==> src/hw/rtl/omnm_pkg.sv <==
`timescale 1ns / 1ps

package omnm_pkg;

    localparam int TABLE_CAPACITY = 64;
    localparam int SLOT_W         = $clog2(TABLE_CAPACITY);
    localparam int COUNT_W        = $clog2(TABLE_CAPACITY + 1);
    localparam int DIFF_W         = 25;
    localparam int SQ_W           = 2 * DIFF_W;
    localparam int DIST_W         = SQ_W + 2;
    localparam int GATE_SQ_W      = 32;

    // register indexes
    localparam logic [1:0] REG_DEFAULT_GATE = 2'd0;
    localparam logic [1:0] REG_GATE_77      = 2'd1;
    localparam logic [1:0] REG_GATE_56      = 2'd2;
    localparam logic [1:0] REG_GATE_62      = 2'd3;

    // outcome codes
    localparam logic [1:0] OUT_MERGED   = 2'd0;
    localparam logic [1:0] OUT_INSERTED = 2'd1;
    localparam logic [1:0] OUT_IGNORED  = 2'd2;
    localparam logic [1:0] OUT_FULL     = 2'd3;

    // class codes of interest
    localparam logic signed [7:0] CLS_BACKGROUND = -8'sd1;
    localparam logic signed [7:0] CLS_0  = 8'sd0;
    localparam logic signed [7:0] CLS_62 = 8'sd62;
    localparam logic signed [7:0] CLS_58 = 8'sd58;
    localparam logic signed [7:0] CLS_41 = 8'sd41;
    localparam logic signed [7:0] CLS_77 = 8'sd77;
    localparam logic signed [7:0] CLS_66 = 8'sd66;
    localparam logic signed [7:0] CLS_75 = 8'sd75;
    localparam logic signed [7:0] CLS_64 = 8'sd64;
    localparam logic signed [7:0] CLS_45 = 8'sd45;
    localparam logic signed [7:0] CLS_56 = 8'sd56;
    localparam logic signed [7:0] CLS_60 = 8'sd60;

    localparam logic [1:0] DRAIN_LAST = 2'd2;

    typedef enum logic [1:0] {
        ST_IDLE,
        ST_SCAN,
        ST_DRAIN,
        ST_DECIDE
    } state_t;

    typedef struct packed {
        logic signed [7:0]  class_code;
        logic signed [23:0] centre_x;
        logic signed [23:0] centre_y;
        logic signed [23:0] centre_z;
        logic [15:0]        box_width;
        logic [15:0]        box_height;
        logic [15:0]        box_length;
        logic [15:0]        confidence;
    } det_t;

    typedef struct packed {
        logic [1:0]  outcome;
        logic [15:0] obj_id;
        logic [5:0]  entry_slot;
    } res_t;

    typedef struct packed {
        logic signed [7:0]  class_code;
        logic signed [23:0] centre_x;
        logic signed [23:0] centre_y;
        logic signed [23:0] centre_z;
        logic [15:0]        box_width;
        logic [15:0]        box_height;
        logic [15:0]        box_length;
        logic [15:0]        confidence;
        logic [15:0]        obj_id;
    } ent_t;

    typedef struct packed {
        logic valid;
        ent_t ent;
    } slot_t;

    typedef struct packed {
        logic              found;
        logic [SLOT_W-1:0] idx;
        logic [DIST_W-1:0] sq_dist;
        ent_t              ent;
    } best_t;

    function automatic logic is_listed(input logic signed [7:0] c);
        return c inside {CLS_BACKGROUND, CLS_0, CLS_62, CLS_58, CLS_41, CLS_77,
                         CLS_66, CLS_75, CLS_64, CLS_45, CLS_56, CLS_60};
    endfunction

endpackage

==> src/hw/rtl/omnm_cell.sv <==
`timescale 1ns / 1ps

module omnm_cell (
    input  logic              clk,
    input  logic              rst_n,
    input  logic              shift_en,
    input  logic              wr_en,
    input  omnm_pkg::slot_t   nbr,
    input  omnm_pkg::ent_t    wr_ent,
    output omnm_pkg::slot_t   q
);

    logic           valid_reg;
    logic           valid_next;
    omnm_pkg::ent_t ent_reg;
    omnm_pkg::ent_t ent_next;

    always_comb
    begin
        valid_next = valid_reg;
        ent_next   = ent_reg;
        if (wr_en)
        begin
            valid_next = 1'b1;
            ent_next   = wr_ent;
        end
        else if (shift_en)
        begin
            valid_next = nbr.valid;
            ent_next   = nbr.ent;
        end
    end

    always_ff @(posedge clk or negedge rst_n)
    begin
        if (!rst_n)
            valid_reg <= 1'b0;
        else
            valid_reg <= valid_next;
    end

    always_ff @(posedge clk)
    begin
        ent_reg <= ent_next;
    end

    assign q.valid = valid_reg;
    assign q.ent   = ent_reg;

endmodule

==> config.mk <==
export PLATFORM = sky130hd
export DESIGN_NAME = omnm_cell
export DESIGN_NICKNAME = d
export VERILOG_FILES = /design/src/hw/rtl/omnm_pkg.sv /design/src/hw/rtl/omnm_cell.sv
export SDC_FILE = /design/constraint.sdc
export NUM_CORES = 1
export LEC_CHECK = 0
export BUFFER_PORTS_ARGS = -buffer_cell sky130_fd_sc_hd__buf_2
export CORE_AREA = 2 2 187 189
export CTS_BUF_LIST = sky130_fd_sc_hd__clkbuf_4 sky130_fd_sc_hd__clkbuf_8
export DETAILED_ROUTE_END_ITERATION = 6
export DIE_AREA = 0 0 189 191
export GPL_TIMING_DRIVEN = 0
export PLACE_DENSITY = 0.48
export SKIP_LAST_GASP = 1
export SYNTH_ARGS = -nofsm -noshare
export SYNTH_HDL_FRONTEND = slang
export SYNTH_SLANG_ARGS = --single-unit
==> constraint.sdc <==
create_clock -name clk -period 0.95 [get_ports clk]
set_input_delay 0.19 -clock clk [delete_from_list [all_inputs] [get_ports clk]]
set_output_delay 0.19 -clock clk [all_outputs]
set_load 0.01 [all_outputs]
==> results of run 1 <==
[Yosys cell counts]
| cell | n |
|---|---|
| buf_2 | 8 |
| buf_4 | 1 |
| buf_6 | 10 |
| edfxtp_1 | 160 |
| mux2_4 | 78 |
| dfrtp_1 | 1 |
| mux2_2 | 82 |
| or2_2 | 1 |
| a211o_1 | 1 |
| nor2b_1 | 1 |
[per-stage QoR]
stage | util (%) | area, um2 | setup TNS, ns
after floorplan | - | 7120 | -223.41
after global placement | 29.6 | 10100 | -390.43
after detailed placement | 29.8 | 10200 | -244.48
[kinds of logic after synthesis]
kind of cell	count (synthesis)	synth area share [%]
flops	161	68.0
mux	160	29.5
buf+inv	19	2.25
simple gates	2	0.176
compound gates	1	0.123
==> reports/metrics.cfg, run 1 <==
[outcome]
status = aborted with a tool error
haltStage = clock tree synthesis (4_1_cts)
firstError = [ERROR RSZ-0060] Max buffer count reached.

[synth]
syn_nets = 668
synth_seq_cells = 161
ys_warn_count = 0
synthCells = 343
yosysSeqAreaShare_pct = 68.0
synth_area_um2 = 7110
synth_top_area_share_pct = 67.6
avgSynthCellArea_um2 = 20.7
yosysTopAreaCell = edfxtp_1
synth.lib_cells_used.distinct = 10
yosys-top-cells-area = edfxtp_1 68%, mux2_4 16%, mux2_2 13%, buf_6 1.6%, buf_2 0.56%

[die]
fp-row-count = 68
start_util_pct = 20.8
io_pins = 486
die_width_um = 189
die_y_um = 191

[clocking]
cts_made_buffers = 17
post_cts_buffers = 7
cts_max_path_buffers = 2
h-tree-depth = 4
clock_sinks = 161
ctsHoldBuffers = 266
cts_resized = 14
cts_root_buf = clkbuf_8

[placement]
dp.cells = 1284
port_buffers = 484
place_ws_ns = -1.32
hpwl_mm = 17.0
place.gp.congestion = 0.772

==> run 2: changes to the inputs <==
--- a/config.mk
+++ b/config.mk
@@ -6,12 +6,11 @@
 export NUM_CORES = 1
 export LEC_CHECK = 0
 export BUFFER_PORTS_ARGS = -buffer_cell sky130_fd_sc_hd__buf_2
-export CORE_AREA = 2 2 187 189
-export CTS_BUF_LIST = sky130_fd_sc_hd__clkbuf_4 sky130_fd_sc_hd__clkbuf_8
+export CORE_AREA = 2 2 188 190
 export DETAILED_ROUTE_END_ITERATION = 6
-export DIE_AREA = 0 0 189 191
+export DIE_AREA = 0 0 190 192
 export GPL_TIMING_DRIVEN = 0
-export PLACE_DENSITY = 0.48
+export PLACE_DENSITY_LB_ADDON = 0.15
 export SKIP_LAST_GASP = 1
 export SYNTH_ARGS = -nofsm -noshare
 export SYNTH_HDL_FRONTEND = slang
==> reports/metrics.cfg, run 2 <==
[outcome]
status = finished with violations
violations = setup timing

[finish]
final_cell_area_um2 = 11000
final_nets = 1188
layout_commonest_cell = buf_2
area_growth_pct = 54.8
final_cell_mix = 474 x buf_2, 160 x edfxtp_1, 82 x mux2_2, 78 x mux2_4, 18 x buf_6
drive_gt1_share_pct = 80.7
fin_util_pct = 32.1
final.fill_count = 3468
largest_reg_flops = 160

[critical_path]
slowest_delay_ns = 0.42
worstPathRequired_ns = 0.76
path_delay_family = flip-flops
path_cells = buf_6
crit_slowest_cell = edfxtp_1
cp-start-kind = flip-flop
reg2reg_slack_ns = 0.06
worstSetupPathType = reg -> out
worst-path-max-fanout = 1
endpoint_kind = output port
critical_path_arrival_ns = 1.00
rr_worst_depth = 2
rr_endpoint = valid_reg
cp_num_buf_inv = 1
r2r-start = valid_reg

[clocking]
cts_max_path_buffers = 2  ; unchanged
clock_sinks = 161  ; unchanged
cts_root_buf = clkbuf_16
cts_tree = built
h-tree-depth = 4  ; unchanged
clkTransAtPathRegs_ns = 0.06
cts_made_buffers = 17  ; unchanged
clock_latency_ns = 0.43

[sta]
drv_slew = 0
worst_clock_skew_ns = 0
min_period_ns = 1.19
fin_ws_ns = -0.243
finalCritPeriodShare_pct = 126
timing.fmax_mhz = 839
tightestPinTransition_ns = 0.359
rsz0062_at_grt = true
hold_slack_ns = 0.0466
finalHoldViolCount = 0
max_slew_margin_pct = 76.1
finalSetupViolCount = 164

[synth]
synth_area_um2 = 7110  ; unchanged
ys_top_cells_by_count = 160 x edfxtp_1, 82 x mux2_2, 78 x mux2_4
synth_seq_cells = 161  ; unchanged
yosysSeqAreaShare_pct = 68.0  ; unchanged
syn_nets = 668  ; unchanged
synthCells = 343  ; unchanged
synth_edf_count = 160  ; unchanged
ys.flop_type = edfxtp_1
async_flop_share_pct = 0.621  ; unchanged
ys_warn_count = 0  ; unchanged
yosys-top-cells-area = edfxtp_1 68%, mux2_4 16%, mux2_2 13%, buf_6 1.6%, buf_2 0.56%
synth_top_area_share_pct = 67.6  ; unchanged
synth.lib_cells_used.distinct = 10  ; unchanged
yosysMostFrequentCell = edfxtp_1
avgSynthCellArea_um2 = 20.7  ; unchanged
yosysTopAreaCell = edfxtp_1

[routing]
post_drt_wl_per_cell_um = 18.1
vias = 5093
drt_pass1_iterations = 5
wl_mm = 24.1
via_per_inst = 3.82
routed-wl-met2_mm = 12.8
drt-met1-wl_mm = 8.37
drc = 0
ant_nets = 0
drtIter0Drc = 137
highest_layer = met4
dr_wl_met3_mm = 2.54

[die]
io_pins = 486  ; unchanged
die_y_um = 192  ; +0.52%
die-area_um2 = 36500
core_area_um2 = 34300
start_util_pct = 20.7  ; -0.10 points
fp-row-count = 68  ; unchanged
die_width_um = 190  ; +0.53%

[job]
cap_violations = 0

[placement]
post_dp_cell_area_um2 = 10200  ; unchanged
hpwl_mm = 18.6  ; +9.3%
place.gp.congestion = 0.746  ; -3.4%
place_ws_ns = -1.23  ; +0.0897 ns
port_buffers = 484  ; unchanged

[hold_path]
hold_path.startpoint = shift_en
hold_path_class = in -> reg
hold_depth = 2
holdPathEnd = valid_reg

[global_routing]
antenna_found_initial = 3
grt_start_max_net_pins = 58
grt_pass1_wl_mm = 32.6
grt_overflow = 0
grt_pass1_vias = 5194
grt_usage_pct = 12.6

[pwr]
p_leak_nw = 5.03
ir_worst_vdd_mv = 1.09
powerDensity_nw_per_um2 = 1700
power_mw = 18.7

-- run 2: cell counts after synthesis --
No cell type changed its count.
-- run 2: worst max path at each step --
stage / start / endpoint / slack (ns) / cells after the start
5_1_grt: q[32] / q[32] / -0.32 / 1
4_1_cts: q[32] / q[32] / -0.30 / 1
3_3_place_gp: wr_en / q[38] / -2.15 / 4
6_report: q[32] / q[32] / -0.24 / 1
2_1_floorplan: wr_en / q[0] / -1.24 / 4
3_5_place_dp: wr_en / q[38] / -1.23 / 5
-- run 2: timing repair --
action                                 4_1_cts  5_1_grt
cloned                                       6        0
setup endpoints to repair                  321      257
endpoints found under the hold margin        2        0
hold buffers                                 2        0
setup buffers                               12        0
pin swaps                                    1        1
resized for setup                           24       20
-- run 2: cell families after synthesis --
group / synth area share (%)
AO/OA/AOI/OAI: 0.123
buffers and inverters: 2.25
flip-flops: 68.0
multiplexers: 29.5
AND/OR/NAND/NOR: 0.176
-- run 2: power breakdown --
group	switching, mW	total (mW)	internal [mW]
Combinational	1.53	3.36	1.82
Sequential	0.185	8.90	8.71
Clock	2.86	6.41	3.55
Total	4.58	18.7	14.1
-- run 2: stage by stage --
stage	std cells	setup TNS, ns
3_5_place_dp	1284	-234.37
2_1_floorplan	343	-223.41
4_1_cts	1333	-37.79
3_3_place_gp	1282	-395.60
6_report	1333	-28.63
5_1_grt	1333	-38.76
-- run 2: metal layers --
metal | global-route usage [%] | up-vias
li1 | - | 2404
met1 | 12.1 | 2379
met2 | 23.5 | 288
met3 | 6.10 | 22
met4 | 4.50 | 0
met5 | 0 | -
-- run 2: cell type report --
cell class	instances	area, um2	share of cell area [%]
tap	455	569	5.18
buffer	18	210	1.91
multi-input combinational	165	2140	19.4
clock buffer	19	433	3.94
timing repair buffer	500	2720	24.7
clock inverter	12	95.1	0.864
sequential	161	4830	43.9
antenna	3	7.51	0.0682
(Power assumes the default switching activity.)
