$ cat src/hw/rtl/omnm_pkg.sv
`timescale 1ns / 1ps

package omnm_pkg;

    localparam int TABLE_CAPACITY = 64;
    localparam int SLOT_W         = $clog2(TABLE_CAPACITY);
    localparam int COUNT_W        = $clog2(TABLE_CAPACITY + 1);
    localparam int DIFF_W         = 25;
    localparam int SQ_W           = 2 * DIFF_W;
    localparam int DIST_W         = SQ_W + 2;
    localparam int GATE_SQ_W      = 32;

    // register indexes
    localparam logic [1:0] REG_DEFAULT_GATE = 2'd0;
    localparam logic [1:0] REG_GATE_77      = 2'd1;
    localparam logic [1:0] REG_GATE_56      = 2'd2;
    localparam logic [1:0] REG_GATE_62      = 2'd3;

    // outcome codes
    localparam logic [1:0] OUT_MERGED   = 2'd0;
    localparam logic [1:0] OUT_INSERTED = 2'd1;
    localparam logic [1:0] OUT_IGNORED  = 2'd2;
    localparam logic [1:0] OUT_FULL     = 2'd3;

    // class codes of interest
    localparam logic signed [7:0] CLS_BACKGROUND = -8'sd1;
    localparam logic signed [7:0] CLS_0  = 8'sd0;
    localparam logic signed [7:0] CLS_62 = 8'sd62;
    localparam logic signed [7:0] CLS_58 = 8'sd58;
    localparam logic signed [7:0] CLS_41 = 8'sd41;
    localparam logic signed [7:0] CLS_77 = 8'sd77;
    localparam logic signed [7:0] CLS_66 = 8'sd66;
    localparam logic signed [7:0] CLS_75 = 8'sd75;
    localparam logic signed [7:0] CLS_64 = 8'sd64;
    localparam logic signed [7:0] CLS_45 = 8'sd45;
    localparam logic signed [7:0] CLS_56 = 8'sd56;
    localparam logic signed [7:0] CLS_60 = 8'sd60;

    localparam logic [1:0] DRAIN_LAST = 2'd2;

    typedef enum logic [1:0] {
        ST_IDLE,
        ST_SCAN,
        ST_DRAIN,
        ST_DECIDE
    } state_t;

    typedef struct packed {
        logic signed [7:0]  class_code;
        logic signed [23:0] centre_x;
        logic signed [23:0] centre_y;
        logic signed [23:0] centre_z;
        logic [15:0]        box_width;
        logic [15:0]        box_height;
        logic [15:0]        box_length;
        logic [15:0]        confidence;
    } det_t;

    typedef struct packed {
        logic [1:0]  outcome;
        logic [15:0] obj_id;
        logic [5:0]  entry_slot;
    } res_t;

    typedef struct packed {
        logic signed [7:0]  class_code;
        logic signed [23:0] centre_x;
        logic signed [23:0] centre_y;
        logic signed [23:0] centre_z;
        logic [15:0]        box_width;
        logic [15:0]        box_height;
        logic [15:0]        box_length;
        logic [15:0]        confidence;
        logic [15:0]        obj_id;
    } ent_t;

    typedef struct packed {
        logic valid;
        ent_t ent;
    } slot_t;

    typedef struct packed {
        logic              found;
        logic [SLOT_W-1:0] idx;
        logic [DIST_W-1:0] sq_dist;
        ent_t              ent;
    } best_t;

    function automatic logic is_listed(input logic signed [7:0] c);
        return c inside {CLS_BACKGROUND, CLS_0, CLS_62, CLS_58, CLS_41, CLS_77,
                         CLS_66, CLS_75, CLS_64, CLS_45, CLS_56, CLS_60};
    endfunction

endpackage

$ cat src/hw/rtl/omnm_dist.sv
`timescale 1ns / 1ps

module omnm_dist (
    input  logic                          clk,
    input  logic                          rst_n,
    input  logic                          start,
    input  logic                          feed,
    input  omnm_pkg::det_t                query,
    input  omnm_pkg::slot_t               head,
    input  logic [omnm_pkg::SLOT_W-1:0]   head_idx,
    output omnm_pkg::best_t               best
);

    // stage 1: absolute differences
    logic                                s1_valid_reg;
    logic [omnm_pkg::SLOT_W-1:0]         s1_idx_reg;
    logic [omnm_pkg::DIFF_W-1:0]         s1_dx_reg, s1_dy_reg, s1_dz_reg;
    omnm_pkg::ent_t                      s1_ent_reg;
    // stage 2: squares
    logic                                s2_valid_reg;
    logic [omnm_pkg::SLOT_W-1:0]         s2_idx_reg;
    logic [omnm_pkg::SQ_W-1:0]           s2_qx_reg, s2_qy_reg, s2_qz_reg;
    omnm_pkg::ent_t                      s2_ent_reg;
    // stage 3: sum
    logic                                s3_valid_reg;
    logic [omnm_pkg::SLOT_W-1:0]         s3_idx_reg;
    logic [omnm_pkg::DIST_W-1:0]         s3_sum_reg;
    omnm_pkg::ent_t                      s3_ent_reg;

    omnm_pkg::best_t                     best_reg;
    omnm_pkg::best_t                     best_next;

    logic                                match;
    logic signed [omnm_pkg::DIFF_W-1:0]  dx, dy, dz;

    function automatic logic [omnm_pkg::DIFF_W-1:0] mag(
        input logic signed [omnm_pkg::DIFF_W-1:0] d);
        return d[omnm_pkg::DIFF_W-1] ? omnm_pkg::DIFF_W'(-d) : omnm_pkg::DIFF_W'(d);
    endfunction

    always_comb
    begin
        match = feed && head.valid && (head.ent.class_code == query.class_code);
        dx = {query.centre_x[23], query.centre_x} - {head.ent.centre_x[23], head.ent.centre_x};
        dy = {query.centre_y[23], query.centre_y} - {head.ent.centre_y[23], head.ent.centre_y};
        dz = {query.centre_z[23], query.centre_z} - {head.ent.centre_z[23], head.ent.centre_z};
    end

    always_ff @(posedge clk or negedge rst_n)
    begin
        if (!rst_n)
        begin
            s1_valid_reg <= 1'b0;
            s2_valid_reg <= 1'b0;
            s3_valid_reg <= 1'b0;
        end
        else
        begin
            s1_valid_reg <= match;
            s2_valid_reg <= s1_valid_reg;
            s3_valid_reg <= s2_valid_reg;
        end
    end

    always_ff @(posedge clk)
    begin
        s1_idx_reg <= head_idx;
        s1_dx_reg  <= mag(dx);
        s1_dy_reg  <= mag(dy);
        s1_dz_reg  <= mag(dz);
        s1_ent_reg <= head.ent;
        s2_idx_reg <= s1_idx_reg;
        s2_qx_reg  <= s1_dx_reg * s1_dx_reg;
        s2_qy_reg  <= s1_dy_reg * s1_dy_reg;
        s2_qz_reg  <= s1_dz_reg * s1_dz_reg;
        s2_ent_reg <= s1_ent_reg;
        s3_idx_reg <= s2_idx_reg;
        s3_sum_reg <= omnm_pkg::DIST_W'(s2_qx_reg) + omnm_pkg::DIST_W'(s2_qy_reg)
                    + omnm_pkg::DIST_W'(s2_qz_reg);
        s3_ent_reg <= s2_ent_reg;
    end

    // strict compare keeps the lowest slot on a tie
    always_comb
    begin
        best_next = best_reg;
        if (start)
            best_next.found = 1'b0;
        else if (s3_valid_reg && (!best_reg.found || s3_sum_reg < best_reg.sq_dist))
        begin
            best_next.found   = 1'b1;
            best_next.idx     = s3_idx_reg;
            best_next.sq_dist = s3_sum_reg;
            best_next.ent     = s3_ent_reg;
        end
    end

    always_ff @(posedge clk or negedge rst_n)
    begin
        if (!rst_n)
            best_reg <= '0;
        else
            best_reg <= best_next;
    end

    assign best = best_reg;

endmodule

$ cat config.mk
export PLATFORM = sky130hd
export DESIGN_NAME = omnm_dist
export DESIGN_NICKNAME = d
export VERILOG_FILES = /design/src/hw/rtl/omnm_pkg.sv /design/src/hw/rtl/omnm_dist.sv
export SDC_FILE = /design/constraint.sdc
export NUM_CORES = 2
export LEC_CHECK = 0
export ABC_AREA = 1
export BUFFER_PORTS_ARGS = -buffer_cell sky130_fd_sc_hd__buf_2
export CORE_MARGIN = 2
export CORE_UTILIZATION = 40
export DETAILED_ROUTE_END_ITERATION = 6
export MAX_ROUTING_LAYER = met4
export PLACE_DENSITY_LB_ADDON = 0.08
export SLEW_MARGIN = 25
export SYNTH_ARGS = -nofsm -noshare
export SYNTH_HDL_FRONTEND = slang
export SYNTH_SLANG_ARGS = --single-unit
$ cat constraint.sdc
create_clock -name clk -period 6.5 [get_ports clk]
set_clock_uncertainty 0.15 [all_clocks]
set_input_delay 0.975 -clock clk [delete_from_list [all_inputs] [get_ports clk]]
set_output_delay 0.975 -clock clk [all_outputs]
set_load 0.01 [all_outputs]
Word-level counts from Yosys, hierarchy flattened:

Index checks and enable logic that the tools add are counted.

* add/sub/neg operators: 8
* $mul: 3
* order comparisons: 1
* equal/unequal tests: 1
* mux-type cells: 5
* bitwise logic cells: 1
* reduce and logical (&&, ||, !) cells: 7

Operators by type and width (number)
* 219-bit two-way mux: 1
* 25-bit by 25-bit multiplier with 50-bit output: 3
* 25-bit negator: 3
* 24-bit by 24-bit subtractor with 25-bit output: 3
* 24-bit two-way mux: 3
* 51-bit by 50-bit adder with 52-bit output: 1
* 52-bit less-than comparator: 1
* 50-bit by 50-bit adder with 51-bit output: 1
* 8-bit equality test: 1
* 1-bit logical AND: 3
* 2-bit AND reduction: 1
* 2-bit nonzero test: 1
* 1-bit zero test: 1
* 1-bit logical OR: 1
* 1-bit two-way mux: 1
* 1-bit NOT: 1

* register bits: 997
* bits of input ports: 315
* output and inout port bits: 219
* logic and storage cells: 81

Depth between registers and ports, before layout:

* word-level depth: 5
* depth in mapped cells: 31
* depth with buffers taken out: 29

Worst setup path after synthesis:

No wires, ideal clock.

* path kind: reg-to-reg
* from: register s1_dz_reg[3] (netlist bit)
* to: register s2_qz_reg[39] (netlist bit)
* setup time: 117 ps
* data arrival time: 6264 ps
* required time: 6233 ps
* slack: -31 ps
* cell stages (with the launch flop): 31
* buffers on the path: 2
* clock period less this slack: 6531 ps
* cells stage by stage: dfxtp_1 -> clkbuf_1 -> clkbuf_1 -> nand2_1 -> fa_1 -> inv_1 -> fa_1 -> inv_1 -> fa_1 -> inv_1 -> fa_1 -> inv_1 -> fa_1 -> inv_1 -> fa_1 -> inv_1 -> fa_1 -> inv_1 -> ha_1 -> nand2_1 -> nor2_1 -> inv_1 -> nor2_1 -> inv_1 -> nor3_1 -> nor2_1 -> o21ai_0 -> and2_1 -> nor2_1 -> nand2_1 -> nand2_1

* longest elaborated chain between the ends: 1

Ends and longest elaborated chain
* start, declared: line omnm_dist.sv:17 `logic [omnm_pkg::DIFF_W-1:0] s1_dx_reg, s1_dy_reg, s1_dz_reg;`
* start signal, assigned: line omnm_dist.sv:70 `s1_dz_reg <= mag(dz);`
* 25-bit by 25-bit multiplier with 50-bit output: line omnm_dist.sv:75 `s2_qz_reg <= s1_dz_reg * s1_dz_reg;`
* end signal, assigned: line omnm_dist.sv:75
* end, declared: line omnm_dist.sv:22 `logic [omnm_pkg::SQ_W-1:0] s2_qx_reg, s2_qy_reg, s2_qz_reg;`

No other way between the ends.
A chain may end at the register's enable or synchronous reset.

Worst setup path after layout:

* from: register s1_dx_reg[7] (netlist bit)
* to: register s2_qx_reg[43] (netlist bit)

* longest elaborated chain between the ends: 1

Ends and longest elaborated chain
* start, declared: line omnm_dist.sv:17
* start signal, assigned: line omnm_dist.sv:68 `s1_dx_reg <= mag(dx);`
* 25-bit by 25-bit multiplier with 50-bit output: line omnm_dist.sv:73 `s2_qx_reg <= s1_dx_reg * s1_dx_reg;`
* end signal, assigned: line omnm_dist.sv:73
* end, declared: line omnm_dist.sv:22

No other way between the ends.

==> results.cfg <==
[placement]
gp_congestion = 0.907
post-place-ws_ps = -385
io_buffers = 469
dp_hpwl_um = 227000

[sta]
worst_slew_pin_slew_ps = 1060
maxSlewHeadroom_pct = 29.5
finalMaxSlewViolations = 0
hold_violations = 0
rsz0062_at_grt = yes
fmax_mhz = 157
finalWorstSetupSlack_ps = 122
timing.final.crit_share_pct = 98.1
setup_viol = 0
period_needed_ps = 6380

[finish]
largest_reg_flops = 219
area_growth_pct = 22.2
nets = 14974
final_common_cell = inv_1
fillers = 22645
drive_above_1_share_pct = 18.3
final_cell_mix = inv_1 (3001), nand2_1 (2449), fa_1 (1404)

[logic_synthesis]
synth_area_leaders = fa_1 (31%), dfxtp_1 (17%), inv_1 (12%)
synth_cell_types = 55
avgSynthCellArea_um2 = 8.30
yosysSeqAreaShare_pct = 22.5
ys_ff_latch = 994
synth_warnings = 0
synth_top_area_share_pct = 31.1
synth_largest_area_cell = fa_1
synth-edff-count = 0
syn_inst = 11250
synth_ff_type = dfxtp_1
async_flop_share_pct = 22.3
syn_area_um2 = 93400

[critical_path]
cp.arrival_ps = 6820
cp_common_cell = inv_2
worstPathRequired_ps = 6950
r2r_cells = 29
endpoint_kind = flip-flop
criticalPathCategory = flip-flop to flip-flop
slowest_delay_ps = 550
slowest_stage = fa_1
path_max_fanout = 7
startpoint_type = flip-flop
reg2reg_slack_ps = 120

[routing]
initialDrtViolationCount = 3895
drc = 0
via_count = 72649
routed_via_density = 4.65
dr.pass1.iters = 6
ant_nets = 0
wl_per_cell_um = 17.5
drt-total-wl_um = 273000

[grt]
grt_max_degree = 169
grt_util_all_layers_pct = 23.7
grt_pass1_wl_um = 429000
grt_overflow = 0
antenna_found_initial = 20
grt_pass1_vias = 77105

[floorplan]
num_io_pins = 534
core_area_um2 = 232000
fp.dieArea_um2 = 237000
start_util_pct = 40.2
num_rows = 177
fp.dieW_um = 487
die_h_um = 487

[run_status]
status = completed

[clocking]
cts_buffers = 108
htreeDepth = 3
clk_path_buf_depth = 3
root_buffer = clkbuf_16
clkSinkCount = 994
cts_tree = done
clk_latency_ps = 800
clk_pin_slew_ps = 60

[flow_run]
drv.max_cap_violation_count = 0

[min_path]
hp-class = input port to flip-flop
hold_path_depth = 1
[metrics by stage]
step	TNS [ps]	hold WS, ps	utilization [%]	cell area (um2)	instances
2_1_floorplan	0	160	-	93400	11252
3_3_place_gp	-9160	160	45.3	105000	15287
3_5_place_dp	-9820	162	45.3	105000	15287
4_1_cts	-0.232	45.2	47.3	110000	15503
5_1_grt	-943	72.7	49.1	114000	15622
6_report	0	126	49.1	114000	15626
[layer usage]
layer | share of wire [%] | GRT usage [%] | routed length, um
met1 | 48 | 33.3 | 131000
met3 | 4.7 | 2.74 | 13000
met5 | 0 | - | 0
met4 | 1.6 | 4.36 | 4460
met2 | 46 | 37.4 | 125000
[logic make-up (layout without fill, tap and decap cells)]
group                      Yosys count  after routing  share of synthesized area, %
AOI/OAI and AO/OA                  662            662                          3.99
xor gates and xnor gates           270            270                          2.55
adders and majority gates         2187           2187                          41.0
buffers and inverters             3366           4679                          13.7
DFF                                994            994                          22.5
other                                1             21                       0.00402
and+or+nand+nor                   3770           3770                          16.3
[worst paths after layout]
| kind | from | endpoint |
|---|---|---|
| max in group asynchronous | rst_n | best[83]$_DFFE_PN0P_ |
| worst max-delay path | s1_dx_reg[7]$_DFF_P_ | s2_qx_reg[43]$_DFF_P_ |
| min in group asynchronous | rst_n | best[61]$_DFFE_PN0P_ |
| worst max register to register | s1_dx_reg[7]$_DFF_P_ | s2_qx_reg[43]$_DFF_P_ |
| worst min-delay path | head[74] | s1_ent_reg[74]$_DFF_P_ |
| worst min register to register | s1_ent_reg[126]$_DFF_P_ | s2_ent_reg[126]$_DFF_P_ |
[cell usage after synthesis (4+ instances only)]
cell type / n
nand3b_1: 4
nor2_1: 477
nor2_2: 8
o221ai_1: 5
or2_2: 10
buf_4: 24
nand3_1: 512
a21boi_0: 13
a21oi_1: 308
inv_1: 3071
xor2_1: 181
o21bai_1: 37
buf_6: 4
nor4_1: 23
buf_1: 13
o21ai_0: 163
a31oi_1: 54
nand2_2: 17
dfxtp_1: 772
o21a_1: 9
fa_1: 1451
nand4_1: 54
o21ai_1: 7
o211ai_1: 6
xnor2_1: 88
buf_2: 18
clkbuf_1: 233
nor3_1: 53
dfrtp_1: 222
a211oi_1: 6
a21o_1: 36
ha_1: 736
nand2_1: 2598
[layout make-up]
class                           count  area, um2  area share [%]
Timing Repair Buffer             1402      10900            9.59
Clock inverter                     56        831           0.728
Multi-Input combinational cell   6892      62700            55.0
Clock buffer                      147       3020            2.65
Tap cell                         3043       3810            3.34
Antenna cell                       18       45.0          0.0395
Sequential cell                   994      21200            18.6
Inverter                         3074      11500            10.1
[critical path, delay by kind of cell, from the launching register on]
family | cells | cell delay, ps
and+or+nand+nor | 4 | 250
buffers and inverters | 13 | 1020
adders and majority gates | 8 | 3810
DFF | 1 | 330
AOI/OAI and AO/OA | 3 | 450
xor gates and xnor gates | 1 | 160
[repair_timing]
item | 4_1_cts | 5_1_grt
hold buffers | 1 | 0
setup endpoints to repair | 85 | 95
buffers inserted | 9 | 102
pin swaps | 13 | 290
endpoints found under the hold margin | 25 | 0
gates cloned | 3 | 8
gates resized for setup | 142 | 870
Power is left out: the tool's default activity adds up to more than one toggle a clock period on the data nets, which glitch-free logic cannot reach.
